## config.mk

```make
export PLATFORM = sky130hd
export DESIGN_NAME = cosine_wave_shaper_core
export DESIGN_NICKNAME = d
export VERILOG_FILES = /design/src/rtl/core/cws_pkg.sv /design/src/rtl/core/cosine_wave_shaper_core.sv /design/src/rtl/core/cws_seq.sv /design/src/rtl/core/cws_datapath.sv
export SDC_FILE = /design/constraint.sdc
export NUM_CORES = 2
export LEC_CHECK = 0
export BUFFER_PORTS_ARGS = -buffer_cell sky130_fd_sc_hd__buf_2
export CORE_MARGIN = 5
export CORE_UTILIZATION = 55
export CTS_BUF_LIST = sky130_fd_sc_hd__clkbuf_8
export DETAILED_ROUTE_END_ITERATION = 12
export GPL_TIMING_DRIVEN = 0
export PLACE_DENSITY = 0.7
export RECOVER_POWER = 100
export SLEW_MARGIN = 20
export SYNTH_ARGS = -nofsm -noshare
export SYNTH_HDL_FRONTEND = slang
export SYNTH_SLANG_ARGS = --single-unit
```

## constraint.sdc

```tcl
create_clock -name clock -period 11.3 [get_ports clock]
set_input_delay 1.13 -clock clock [delete_from_list [all_inputs] [get_ports clock]]
set_output_delay 1.13 -clock clock [all_outputs]
set_load 0.01 [all_outputs]
```

## src/rtl/core/cws_pkg.sv

```systemverilog
// Shared types, constants and microcode ROM for the cosine wave shaper.
package cws_pkg;

   // Field and state widths.
   localparam int ValW   = 16;
   localparam int KnobW  = 15;
   localparam int AmtW   = 18;
   localparam int CvW    = 14;
   localparam int StepW  = 4;
   localparam int IterW  = 4;

   // Arithmetic constants of the amount and phase chain.
   localparam logic [CvW-1:0]   CV_FULL   = 14'd10240;
   localparam logic [AmtW-1:0]  AMT_MAX   = '1;
   localparam logic [19:0]      SCALE004  = 20'd671089;
   localparam logic [18:0]      RAD2TURN  = 19'd333772;
   localparam logic signed [32:0] CORDIC_GAIN = 33'sd652032874;

   // Program locations that the sequencer and its checks refer to.
   localparam logic [StepW-1:0] STEP_LATCH  = 4'd0;
   localparam logic [StepW-1:0] STEP_CORDIC = 4'd9;
   localparam logic [StepW-1:0] STEP_LAST   = 4'd10;
   localparam logic [IterW-1:0] ITER_LAST   = 4'd15;

   // Datapath operations, one per control word.
   typedef enum logic [3:0] {
      OP_LATCH,
      OP_KNOB,
      OP_SCALE,
      OP_SQUARE,
      OP_GAIN,
      OP_SMOOTH,
      OP_MAG,
      OP_TURN,
      OP_FOLD,
      OP_CORDIC,
      OP_OUTPUT
   } op_type;

   // Conditions under which a step completes.
   typedef enum logic [1:0] {
      COND_NEXT,
      COND_WAIT_IN,
      COND_LOOP,
      COND_WAIT_OUT
   } cond_type;

   typedef struct packed {
      op_type               op;
      cond_type             cond;
      logic                 jump;
      logic [StepW-1:0]     target;
   } uop_type;

   // Control handed from the sequencer to the datapath.
   typedef struct packed {
      logic                 en;
      op_type               op;
      logic [IterW-1:0]     iter;
   } ctrl_type;

   // Arctangent of 2^-i in Q32 turns.
   function automatic logic [29:0] atan_turn(input logic [IterW-1:0] i);
      logic [29:0] v;
      case (i)
         4'd0:    v = 30'h20000000;
         4'd1:    v = 30'h12E4051E;
         4'd2:    v = 30'h09FB385B;
         4'd3:    v = 30'h051111D4;
         4'd4:    v = 30'h028B0D43;
         4'd5:    v = 30'h0145D7E1;
         4'd6:    v = 30'h00A2F61E;
         4'd7:    v = 30'h00517C55;
         4'd8:    v = 30'h0028BE53;
         4'd9:    v = 30'h00145F2F;
         4'd10:   v = 30'h000A2F98;
         4'd11:   v = 30'h000517CC;
         4'd12:   v = 30'h00028BE6;
         4'd13:   v = 30'h000145F3;
         4'd14:   v = 30'h0000A2FA;
         4'd15:   v = 30'h0000517D;
         default: v = '0;
      endcase
      return v;
   endfunction

   // The microprogram: one control word per step.
   function automatic uop_type uop_rom(input logic [StepW-1:0] step);
      uop_type u;
      u = '{op: OP_LATCH, cond: COND_WAIT_IN, jump: 1'b0, target: STEP_LATCH};
      case (step)
         4'd0:    u = '{op: OP_LATCH,  cond: COND_WAIT_IN,  jump: 1'b0, target: STEP_LATCH};
         4'd1:    u = '{op: OP_KNOB,   cond: COND_NEXT,     jump: 1'b0, target: STEP_LATCH};
         4'd2:    u = '{op: OP_SCALE,  cond: COND_NEXT,     jump: 1'b0, target: STEP_LATCH};
         4'd3:    u = '{op: OP_SQUARE, cond: COND_NEXT,     jump: 1'b0, target: STEP_LATCH};
         4'd4:    u = '{op: OP_GAIN,   cond: COND_NEXT,     jump: 1'b0, target: STEP_LATCH};
         4'd5:    u = '{op: OP_SMOOTH, cond: COND_NEXT,     jump: 1'b0, target: STEP_LATCH};
         4'd6:    u = '{op: OP_MAG,    cond: COND_NEXT,     jump: 1'b0, target: STEP_LATCH};
         4'd7:    u = '{op: OP_TURN,   cond: COND_NEXT,     jump: 1'b0, target: STEP_LATCH};
         4'd8:    u = '{op: OP_FOLD,   cond: COND_NEXT,     jump: 1'b0, target: STEP_LATCH};
         4'd9:    u = '{op: OP_CORDIC, cond: COND_LOOP,     jump: 1'b0, target: STEP_CORDIC};
         4'd10:   u = '{op: OP_OUTPUT, cond: COND_WAIT_OUT, jump: 1'b1, target: STEP_LATCH};
         default: u = '{op: OP_LATCH,  cond: COND_WAIT_IN,  jump: 1'b1, target: STEP_LATCH};
      endcase
      return u;
   endfunction

endpackage

```

## src/rtl/core/cosine_wave_shaper_core.sv

```systemverilog
// Top level of the cosine wave shaper: sequencer plus datapath.
//
//   Channel   Direction  Beat contents
//   req_      in         tdata: signal_in, amount_cv; tuser: cv_connected
//   rsp_      out        tdata: signal_out
//   csr_      in         wr_data: amount_knob (Q3.12), written when wr_en is high
//
// One sample runs from acceptance to result through one input step, eight
// amount and phase steps, sixteen CORDIC rotations on the single shared rotator,
// and one output step. The next beat is accepted once the result is in the
// output register, even while that beat waits on rsp_tready.
// Reset clears the knob, the smoothed amount, the sequencer and the output valid.
// A stalled output holds the sequencer at its output step only while the
// output register is still full.
module cosine_wave_shaper_core (
   input  logic                       clock,
   input  logic                       reset,
   input  logic                       req_tvalid,
   output logic                       req_tready,
   input  logic [2*cws_pkg::ValW-1:0] req_tdata,   // [15:0] signal_in, [31:16] amount_cv
   input  logic                       req_tuser,   // [0] cv_connected
   output logic                       rsp_tvalid,
   input  logic                       rsp_tready,
   output logic [cws_pkg::ValW-1:0]   rsp_tdata,   // [15:0] signal_out
   input  logic                       csr_wr_en,
   input  logic [cws_pkg::KnobW-1:0]  csr_wr_data
);
   import cws_pkg::*;

   ctrl_type ctrl;
   logic     out_free;

   // Program sequencer.
   cws_seq u_seq (
      .clock      (clock),
      .reset      (reset),
      .req_tvalid (req_tvalid),
      .out_free   (out_free),
      .req_tready (req_tready),
      .ctrl       (ctrl)
   );

   // Arithmetic datapath and output register.
   cws_datapath u_datapath (
      .clock       (clock),
      .reset       (reset),
      .ctrl        (ctrl),
      .req_tdata   (req_tdata),
      .req_tuser   (req_tuser),
      .csr_wr_en   (csr_wr_en),
      .csr_wr_data (csr_wr_data),
      .out_free    (out_free),
      .rsp_tvalid  (rsp_tvalid),
      .rsp_tready  (rsp_tready),
      .rsp_tdata   (rsp_tdata)
   );

endmodule

```

## src/rtl/core/cws_seq.sv

```systemverilog
// Microcode sequencer: step counter, control ROM and CORDIC iteration counter.
module cws_seq (
   input  logic               clock,
   input  logic               reset,
   input  logic               req_tvalid,
   input  logic               out_free,
   output logic               req_tready,
   output cws_pkg::ctrl_type  ctrl
);
   import cws_pkg::*;

   logic [StepW-1:0] step_ff, step_in;
   logic [IterW-1:0] iter_ff, iter_in;
   uop_type          uop;
   logic             advance;
   logic             iter_last;

   // Fetch the control word of the current step.
   assign uop       = uop_rom(step_ff);
   assign iter_last = (iter_ff == ITER_LAST);

   // Decide whether the step completes this cycle and where it goes.
   always_comb begin
      case (uop.cond)
         COND_NEXT:     advance = 1'b1;
         COND_WAIT_IN:  advance = req_tvalid;
         COND_LOOP:     advance = 1'b1;
         COND_WAIT_OUT: advance = out_free;
         default:       advance = 1'b0;
      endcase

      step_in = step_ff;
      if (advance) begin
         if (uop.cond == COND_LOOP && !iter_last) begin
            step_in = uop.target;
         end else if (uop.jump) begin
            step_in = uop.target;
         end else begin
            step_in = step_ff + 1'b1;
         end
      end

      // The iteration count runs only inside the rotation loop.
      if (advance && uop.op == OP_CORDIC) begin
         iter_in = iter_ff + 1'b1;
      end else begin
         iter_in = '0;
      end
   end

   always_ff @(posedge clock) begin
      if (reset) begin
         step_ff <= STEP_LATCH;
         iter_ff <= '0;
      end else begin
         step_ff <= step_in;
         iter_ff <= iter_in;
      end
   end

   assign req_tready = (uop.cond == COND_WAIT_IN);
   assign ctrl.en    = advance;
   assign ctrl.op    = uop.op;
   assign ctrl.iter  = iter_ff;

   // The iteration counter is idle whenever a new beat can be taken.
   assert property (@(posedge clock) disable iff (reset)
      req_tready |-> (iter_ff == '0))
      else $error("iteration count left over at input step");

   // The program counter never leaves the program.
   assert property (@(posedge clock) disable iff (reset)
      step_ff <= STEP_LAST)
      else $error("step counter outside the program");

   // The rotation loop repeats its own step until the last iteration.
   assert property (@(posedge clock) disable iff (reset)
      (step_ff == STEP_CORDIC && !iter_last) |=> (step_ff == STEP_CORDIC))
      else $error("rotation loop left early");

endmodule

```

## src/rtl/core/cws_datapath.sv

```systemverilog
// Datapath of the wave shaper: amount chain, phase, CORDIC rotator and output register.
module cws_datapath (
   input  logic                       clock,
   input  logic                       reset,
   input  cws_pkg::ctrl_type          ctrl,
   input  logic [2*cws_pkg::ValW-1:0] req_tdata,
   input  logic                       req_tuser,
   input  logic                       csr_wr_en,
   input  logic [cws_pkg::KnobW-1:0]  csr_wr_data,
   output logic                       out_free,
   output logic                       rsp_tvalid,
   input  logic                       rsp_tready,
   output logic [cws_pkg::ValW-1:0]   rsp_tdata
);
   import cws_pkg::*;

   // Working registers.
   logic signed [ValW-1:0] s_ff, s_in;
   logic signed [ValW-1:0] cv_ff, cv_in;
   logic                   conn_ff, conn_in;
   logic [KnobW-1:0]       knob_ff;
   logic [28:0]            a_ff, a_in;
   logic [16:0]            x_ff, x_in;
   logic [33:0]            sq_ff, sq_in;
   logic [AmtW-1:0]        tgt_ff, tgt_in;
   logic [AmtW-1:0]        amt_ff, amt_in;
   logic [33:0]            mag_ff, mag_in;
   logic [31:0]            turn_ff, turn_in;
   logic signed [32:0]     cx_ff, cx_in;
   logic signed [32:0]     cy_ff, cy_in;
   logic signed [33:0]     cz_ff, cz_in;
   logic                   neg_ff, neg_in;
   logic [ValW-1:0]        out_ff, out_in;
   logic                   out_valid_ff, out_valid_in;

   // Intermediate values.
   logic [CvW-1:0]         cv_clamp;
   logic [49:0]            scale_sum;
   logic [36:0]            gain_sum;
   logic [19:0]            gain_q;
   logic [18:0]            smooth_sum;
   logic [ValW-1:0]        s_abs;
   logic [52:0]            turn_prod;
   logic signed [33:0]     zs;
   logic signed [32:0]     dx, dy;
   logic signed [33:0]     atan_s;
   logic signed [33:0]     xf;
   logic signed [33:0]     cr;
   logic signed [17:0]     diff;
   logic                   do_out;

   // Control voltage: 5 V when unplugged, otherwise clamped to 0..5 V.
   always_comb begin
      if (!conn_ff) begin
         cv_clamp = CV_FULL;
      end else if (cv_ff[ValW-1]) begin
         cv_clamp = '0;
      end else if (cv_ff > $signed({2'b00, CV_FULL})) begin
         cv_clamp = CV_FULL;
      end else begin
         cv_clamp = cv_ff[CvW-1:0];
      end
   end

   // Amount chain arithmetic, one product or wide add per step.
   assign scale_sum  = 50'(a_ff) * 50'(SCALE004) + 50'h40000000;
   assign gain_sum   = (37'(sq_ff) << 2) + 37'(sq_ff) + 37'h10000;
   assign gain_q     = gain_sum[36:17];
   assign smooth_sum = 19'(tgt_ff) + 19'(amt_ff) + 19'd1;
   assign s_abs      = s_ff[ValW-1] ? (~s_ff + 16'd1) : s_ff;
   assign turn_prod  = 53'(mag_ff) * 53'(RAD2TURN);

   // Phase folding and rotation terms.
   assign zs     = $signed({{2{turn_ff[31]}}, turn_ff});
   assign dx     = cy_ff >>> ctrl.iter;
   assign dy     = cx_ff >>> ctrl.iter;
   assign atan_s = $signed({4'b0000, atan_turn(ctrl.iter)});

   // Cosine rounded to Q11 and subtracted from the signal.
   assign xf   = neg_ff ? -$signed({cx_ff[32], cx_ff}) : $signed({cx_ff[32], cx_ff});
   assign cr   = (xf + 34'sd262144) >>> 19;
   assign diff = $signed({{2{s_ff[ValW-1]}}, s_ff}) - cr[17:0];

   assign out_free = !out_valid_ff || rsp_tready;
   assign do_out   = ctrl.en && (ctrl.op == OP_OUTPUT);

   // Next-state of the working registers, selected by the control word.
   always_comb begin
      s_in    = s_ff;
      cv_in   = cv_ff;
      conn_in = conn_ff;
      a_in    = a_ff;
      x_in    = x_ff;
      sq_in   = sq_ff;
      tgt_in  = tgt_ff;
      amt_in  = amt_ff;
      mag_in  = mag_ff;
      turn_in = turn_ff;
      cx_in   = cx_ff;
      cy_in   = cy_ff;
      cz_in   = cz_ff;
      neg_in  = neg_ff;
      out_in  = out_ff;
      if (ctrl.en) begin
         case (ctrl.op)
            OP_LATCH: begin
               s_in    = req_tdata[ValW-1:0];
               cv_in   = req_tdata[2*ValW-1:ValW];
               conn_in = req_tuser;
            end
            OP_KNOB:   a_in   = 29'(cv_clamp) * 29'(knob_ff);
            OP_SCALE:  x_in   = scale_sum[47:31];
            OP_SQUARE: sq_in  = 34'(x_ff) * 34'(x_ff);
            OP_GAIN:   tgt_in = (|gain_q[19:18]) ? AMT_MAX : gain_q[AmtW-1:0];
            OP_SMOOTH: amt_in = smooth_sum[18:1];
            OP_MAG:    mag_in = 34'(s_abs) * 34'(amt_ff);
            OP_TURN:   turn_in = turn_prod[47:16];
            OP_FOLD: begin
               cx_in  = CORDIC_GAIN;
               cy_in  = '0;
               if (zs > 34'sh40000000) begin
                  cz_in  = 34'sh80000000 - zs;
                  neg_in = 1'b1;
               end else if (zs < -34'sh40000000) begin
                  cz_in  = -34'sh80000000 - zs;
                  neg_in = 1'b1;
               end else begin
                  cz_in  = zs;
                  neg_in = 1'b0;
               end
            end
            OP_CORDIC: begin
               if (!cz_ff[33]) begin
                  cx_in = cx_ff - dx;
                  cy_in = cy_ff + dy;
                  cz_in = cz_ff - atan_s;
               end else begin
                  cx_in = cx_ff + dx;
                  cy_in = cy_ff - dy;
                  cz_in = cz_ff + atan_s;
               end
            end
            OP_OUTPUT: begin
               if (diff > 18'sd32767) begin
                  out_in = 16'h7FFF;
               end else if (diff < -18'sd32768) begin
                  out_in = 16'h8000;
               end else begin
                  out_in = diff[ValW-1:0];
               end
            end
            default: ;
         endcase
      end
   end

   // Output beat valid: set on a new result, cleared when taken.
   always_comb begin
      out_valid_in = out_valid_ff;
      if (out_valid_ff && rsp_tready) begin
         out_valid_in = 1'b0;
      end
      if (do_out) begin
         out_valid_in = 1'b1;
      end
   end

   // Control state and smoothed amount; knob written from the CSR port.
   always_ff @(posedge clock) begin
      if (reset) begin
         knob_ff      <= '0;
         amt_ff       <= '0;
         out_valid_ff <= 1'b0;
      end else begin
         if (csr_wr_en) begin
            knob_ff <= csr_wr_data;
         end
         amt_ff       <= amt_in;
         out_valid_ff <= out_valid_in;
      end
   end

   // Payload registers.
   always_ff @(posedge clock) begin
      s_ff    <= s_in;
      cv_ff   <= cv_in;
      conn_ff <= conn_in;
      a_ff    <= a_in;
      x_ff    <= x_in;
      sq_ff   <= sq_in;
      tgt_ff  <= tgt_in;
      mag_ff  <= mag_in;
      turn_ff <= turn_in;
      cx_ff   <= cx_in;
      cy_ff   <= cy_in;
      cz_ff   <= cz_in;
      neg_ff  <= neg_in;
      out_ff  <= out_in;
   end

   assign rsp_tvalid = out_valid_ff;
   assign rsp_tdata  = out_ff;

   // A result is only written into a free output slot.
   assert property (@(posedge clock) disable iff (reset)
      do_out |-> out_free)
      else $error("result written over a pending beat");

   // The folded phase stays within a quarter turn.
   assert property (@(posedge clock) disable iff (reset)
      (ctrl.en && ctrl.op == OP_FOLD) |=>
         (cz_ff <= 34'sh40000000 && cz_ff >= -34'sh40000000))
      else $error("folded phase out of range");

   // The smoothed amount only changes in the smoothing step.
   assert property (@(posedge clock) disable iff (reset)
      !$past(ctrl.en && ctrl.op == OP_SMOOTH) && !$past(reset) |-> $stable(amt_ff))
      else $error("smoothed amount changed outside its step");

endmodule

```

; Word-level counts from Yosys, hierarchy flattened
; Memory sizes are Yosys's and may differ from the RTL's. A register that Yosys moved wholly into a read port is not among the register bits.
; Index checks and enable logic that the tools add are counted.
[totals]
in_bits = 53
out_inout_bits = 18
mem_bits_ro = 624
mem_count = 2
wordCells = 116
ff_bits = 356
[classes]
n_lt_le_gt_ge = 5
shifts = 2
multipliers = 5
mux = 23
n_addsub = 19
bitwise = 2
n_reduce_logical = 25
eq_ne = 14
[mem_list]
columns = memory, words, word_bits, read_ports, rd_clocked_by_memory_dff, wr, line
row1 = (name not given), 16, 30, 1, 1, 0, cws_pkg.sv:65  ; case (i)
row2 = (name not given), 16, 9, 1, 1, 0, cws_pkg.sv:91  ; case (step)
[op_table]
columns = cell, n
row1 = $mux W34, 4
row2 = $pmux W33 S2, 2
row3 = $pmux W34 S2, 1
row4 = $add A33 B33 Y33, 2
row5 = $mux W33, 2
row6 = $sshr A33 B4 Y33, 2
row7 = $sub A33 B33 Y33, 2
row8 = $add A48 B31 Y48 const B, 1
row9 = $mul A29 B20 Y48 const B, 1
row10 = $mul A34 B17 Y46 const B, 1
row11 = $mux W14, 3
row12 = $add A36 B34 Y37, 1
row13 = $add A37 B17 Y37 const B, 1
row14 = $add A34 B20 Y34 const B, 1
row15 = $add A34 B31 Y34, 1
row16 = $mul A16 B18 Y34, 1
row17 = $mul A17 B17 Y34, 1
row18 = $neg A33 Y34, 1
row19 = $sub A33 B32 Y34 const A, 1
row20 = $sub A34 B31 Y34, 1
row21 = $sub A32 B32 Y33 const A, 1
row22 = $gt A32 B32 Y1 const B, 1
row23 = $lt A32 B31 Y1 const B, 1
row24 = $mux W16, 2
row25 = other kinds (28), 60

; Logic depth before layout (Yosys ltp)
[depth]
ltp_word = 7
depth_mapped = 31
ltp_nobuf = 30

; Modules after synthesis
; From an unflattened synthesis, not the netlist that was laid out.
[hier_totals]
hier_cells = 7202
area_unflattened_um2 = 69988.4
[by_module_without_submodules]
columns = mod, instances, area_each_um2, cells_per_inst, seq_area_each_um2
row1 = cws_datapath, 1, 69136.3, 7116, 10079.7
row2 = cws_seq, 1, 852.1, 86, 320.3

; Worst setup path before layout
; OpenSTA, ideal clock, no wires.
[synth_timing]
path_kind = register to register
start = register u_datapath.s_ff[2]
end = register u_datapath.mag_ff[33] (data pin)
arrival_ns = 7.296
synth_period_minus_slack_ns = 7.556
setup_ns = 0.260
setup_slack_ns = 3.744
n_path_buf = 1
required_ns = 11.040
stages_incl_launch_ff = 27
cell_sequence = edfxtp_1 > nor2_1 > nand3_1 > or3_1 > or3_1 > nor4b_1 > clkbuf_1 > and2_1 > fa_1 > fa_1 > fa_1 > fa_1 > fa_1 > inv_1 > fa_1 > inv_1 > ha_1 > a21o_1 > a21o_1 > a21oi_1 > o21ai_0 > o2111ai_1 > a21oi_1 > or3_1 > a31o_2 > a21oi_1 > xnor2_1
[synth_via]
elab_chain_len = 4
[synth_rtl]
columns = item, line
row1 = "start, declared", cws_datapath.sv:18  ; logic signed [ValW-1:0] s_ff, s_in;
row2 = "start signal, assigned", cws_datapath.sv:185  ; s_ff <= s_in;
row3 = $not A16 Y16, cws_datapath.sv:70  ; assign s_abs = s_ff[ValW-1] ? (~s_ff + 16'd1) : s_ff;
row4 = $add A16 B1 Y16, cws_datapath.sv:70
row5 = $mux W16 *, cws_datapath.sv:70
row6 = $mul A16 B18 Y34 *, cws_datapath.sv:116  ; OP_MAG: mag_in = 34'(s_abs) * 34'(amt_ff);
row7 = "end signal, assigned", cws_datapath.sv:192  ; mag_ff <= mag_in;
row8 = "end, declared", cws_datapath.sv:27  ; logic [33:0] mag_ff, mag_in;
; Every way passes the cells marked *; elsewhere a longest branch is shown, timed or not.
; A chain may end at the register's enable or synchronous reset.

; Worst setup path after layout
[layout_timing]
start = register u_datapath.s_ff[1]
end = register u_datapath.mag_ff[33] (data pin)
; Same word-level chain as after synthesis.

==> results by group <==
Global route
  – GRT Residual Overflow: 0
  – Vias in the first global route: 55100
  – GR Util met1: 39.0%
  – Antenna violations before repair: 7
  – GR Layer Usage met2: 43.7%
  – First-pass GRT wire length: 301 mm
  – Global Route Usage Sum: 27.7%
  – Layer with the highest usage: met2
  – Largest net degree at the start of global routing: 31
  – M3 GR Usage: 4.47%

Clock network
  – Post-cts resize count: 0
  – Root Driver: clkbuf_8
  – Clock Tree Buf Depth: 3
  – CTS Hold Buffers Added: 0
  – CTS tree: built
  – Number of buffers added for setup after CTS: 0
  – Latest clock arrival within the worst-skew pair: 0.78 ns
  – CTS Buf Count: 78
  – CTS clock-pin slew for the worst setup and hold paths: 0.06 ns
  – H-tree depth: 3
  – Clock sinks: 393

Logic synthesis
  – Synth Area in XOR/XNOR: 4.97%
  – Adder-cell area share of the yosys netlist: 46.1%
  – Simple-gate share of the synthesized area: 11.9%
  – FFs w/ async S/R, synth: 0%
  – Largest family of logic cells by synthesized area: adder cells
  – EDFF count, synth: 313
  – Multiplexer share of the synthesized area: 3.80%
  – Post-synthesis area per instance: 9.62 um^2
  – Yosys synthesis warning count: 0
  – Total nets after synthesis: 9524
  – Netlist cell types: 92
  – Top FF cell, synth: edfxtp_1
  – Synthesized area: 71700 um^2
  – Register area share after synthesis: 15.3%
  – Syn Inst Count: 7455
  – Compound-Gate Fraction of Synth Area: 9.28%
  – FF+latch count, synth: 393

Worst hold path
  – HP Start: u_datapath.rsp_tvalid
  – Worst Hold Class: flop to flop

Floorplan
  – Initial core utilization: 55.4%
  – Std-Cell Rows: 132
  – Number of placed I/O pins: 71
  – Chip height: 371 um
  – Full die area: 138000 um^2
  – Die width: 371 um
  – Core box area: 129000 um^2

Timing
  – Final Hold Viols: 0
  – Worst Skew: 0.0617 ns
  – RSZ-0062 raised after global routing: false
  – Setup TNS: 0 ns
  – Min Tclk post-route: 9.54 ns
  – Final setup viols: 0
  – Setup slack after layout: 1.76 ns
  – Worst-margin pin slew: 1.52 ns
  – Max Slew Vio Count: 114
  – Fin crit share: 84.4%
  – Peak Freq: 105 MHz
  – Slew HR: -4.11%

Final layout
  – FF/Latch Area: 11000 um^2
  – Multi-input gate area: 54500 um^2
  – Nets@finish: 9688
  – Most frequent cells in the layout: inv_1 (1425), fa_1 (1041), ha_1 (975)
  – Layout cells sized above 1: 4.27%
  – Area delta synth->final: 6.03%
  – Commonest non-fill, non-tap cell in the layout: inv_1
  – Fill count: 11400

Critical path
  – Worst r2r src: u_datapath.s_ff[1]
  – Worst setup SP type: flop
  – Worst setup path class: flop to flop
  – Crit end category: flop
  – Critical Path RT: 11.81 ns
  – Crit path from: u_datapath.s_ff[1]
  – Largest fanout on the critical path: 10
  – Crit path arrival time: 10.05 ns

Placement
  – DP HPWL: 156 mm
  – RD Place Congestion: 0.945
  – I/O Buffers: 69
  – Worst slack, placed: 2.35 ns

Route
  – Drt wl/cell: 19.9 um
  – Routed WL: 187 mm
  – Vias: 53600
  – DRT Pass-1 Iters: 6
  – 1st-iter DRT viols: 3804
  – DR DRC count: 0
  – DR vias/cell: 5.69
  – ANT nets after route: 0

Job
  – Max Cap Violations: 6

Run status
  – Status: finished, violations left
  – Failing checks: max-capacitance violations, max-slew violations
-- final timing paths --
check	to	slack [ns]	cells past startpoint
setup / recovery	u_datapath.mag_ff[33]	1.76	27
hold / removal	u_datapath.rsp_tvalid	0.52	2
setup reg to reg	u_datapath.mag_ff[33]	1.76	27
hold reg to reg	u_datapath.rsp_tvalid	0.52	2
-- through the flow --
stage	util [%]	instance area, um^2	std cells	hold slack [ns]
after detailed placement	57.6	74500	9281	0.506
final	58.7	76000	9428	0.525
after global routing	58.7	76000	9428	0.487
after CTS	58.9	76300	9426	0.463
after floorplan	-	71700	7455	0.495
after global placement	57.3	74200	9266	0.495
-- registers in the layout (all words and copies together), names as in the netlist --
| name | cells |
|---|---|
| u_datapath.amt_ff | 18 |
| u_datapath.rsp_tvalid | 1 |
| u_datapath.turn_ff | 32 |
| u_datapath.s_ff | 16 |
| u_datapath.atan_s | 30 |
| u_datapath.rsp_tdata | 16 |
| u_datapath.x_ff | 17 |
| u_datapath.sq_ff | 33 |
| u_datapath.cv_ff | 16 |
| u_datapath.a_ff | 29 |
| u_datapath.knob_ff | 15 |
| u_datapath.cx_ff | 33 |
| u_datapath.mag_ff | 34 |
| u_datapath.cz_ff | 34 |
| u_datapath.cy_ff | 33 |
| u_seq.uop | 8 |
| u_seq.iter_ff | 4 |
| u_datapath.tgt_ff | 18 |
| u_datapath.neg_ff | 1 |
| u_seq.step_ff | 4 |
| u_datapath.conn_ff | 1 |
-- critical path, stage by stage, from the launching register on --
cell and delay, ns:
edfxtp_1 0.53, inv_1 0.15, ha_1 0.17, nand2_1 0.08, o31ai_1 0.41, a21boi_0 0.41, nand2_1 0.12, xor2_1 0.70
clkbuf_1 0.45, nand2_1 0.13, fa_1 0.50, inv_1 0.05, fa_1 0.57, fa_1 0.45, fa_1 0.47, fa_1 0.49
inv_1 0.05, fa_1 0.47, inv_1 0.04, ha_1 0.37, nand4_1 0.20, a2111oi_0 1.28, o2111ai_1 0.33, a21oi_1 0.28
or3_1 0.18, a31o_2 0.16, a21oi_1 0.09, xnor2_1 0.14
-- layout make-up --
type                    instances  share of cell area (%)
clock buffers                  87                    1.57
well taps                    1742                    2.87
inverters                    1416                    6.99
multi-input cells            5434                    71.7
plain buffers                 212                    1.13
flip-flops and latches        393                    14.5
repair buffers                 84                   0.485
diodes                          2                 0.00658
clock inverters                58                   0.754
-- metal layers --
layer  up-vias  wire [um]
met4         4       7740
met3       377      13200
li1      24800          -
met1     26600      81500
met2      1851      84900
met5         -         25
-- cell families (layout without fill, tap and decap cells) --
group	after synthesis	in the layout
AOI/OAI and AO/OA	1056	1056
xor gates and xnor gates	407	407
buffers and inverters	1628	1857
and+or+nand+nor	1790	1790
other	0	2
muxes	163	163
adders and majority gates	2018	2018
DFF	393	393
-- synth_stat cells (104+ instances only) --
| cell type | number | area share, % |
|---|---|---|
| inv_1 | 1414 | 7.4 |
| fa_1 | 1041 | 29 |
| ha_1 | 975 | 17 |
| nand2_1 | 659 | 3.4 |
| nor2_1 | 369 | 1.9 |
| a21oi_1 | 361 | 2.5 |
| edfxtp_1 | 313 | 13 |
| xnor2_1 | 262 | 3.2 |
| and2_1 | 225 | 2.0 |
| o21ai_0 | 209 | 1.5 |
| clkbuf_1 | 178 | 0.93 |
| xor2_1 | 145 | 1.8 |
| nor3_1 | 105 | 0.73 |
| and3_1 | 104 | 0.91 |
Power is not shown: default switching activity piles up to over one toggle a cycle in this logic, so the estimate is an artifact.
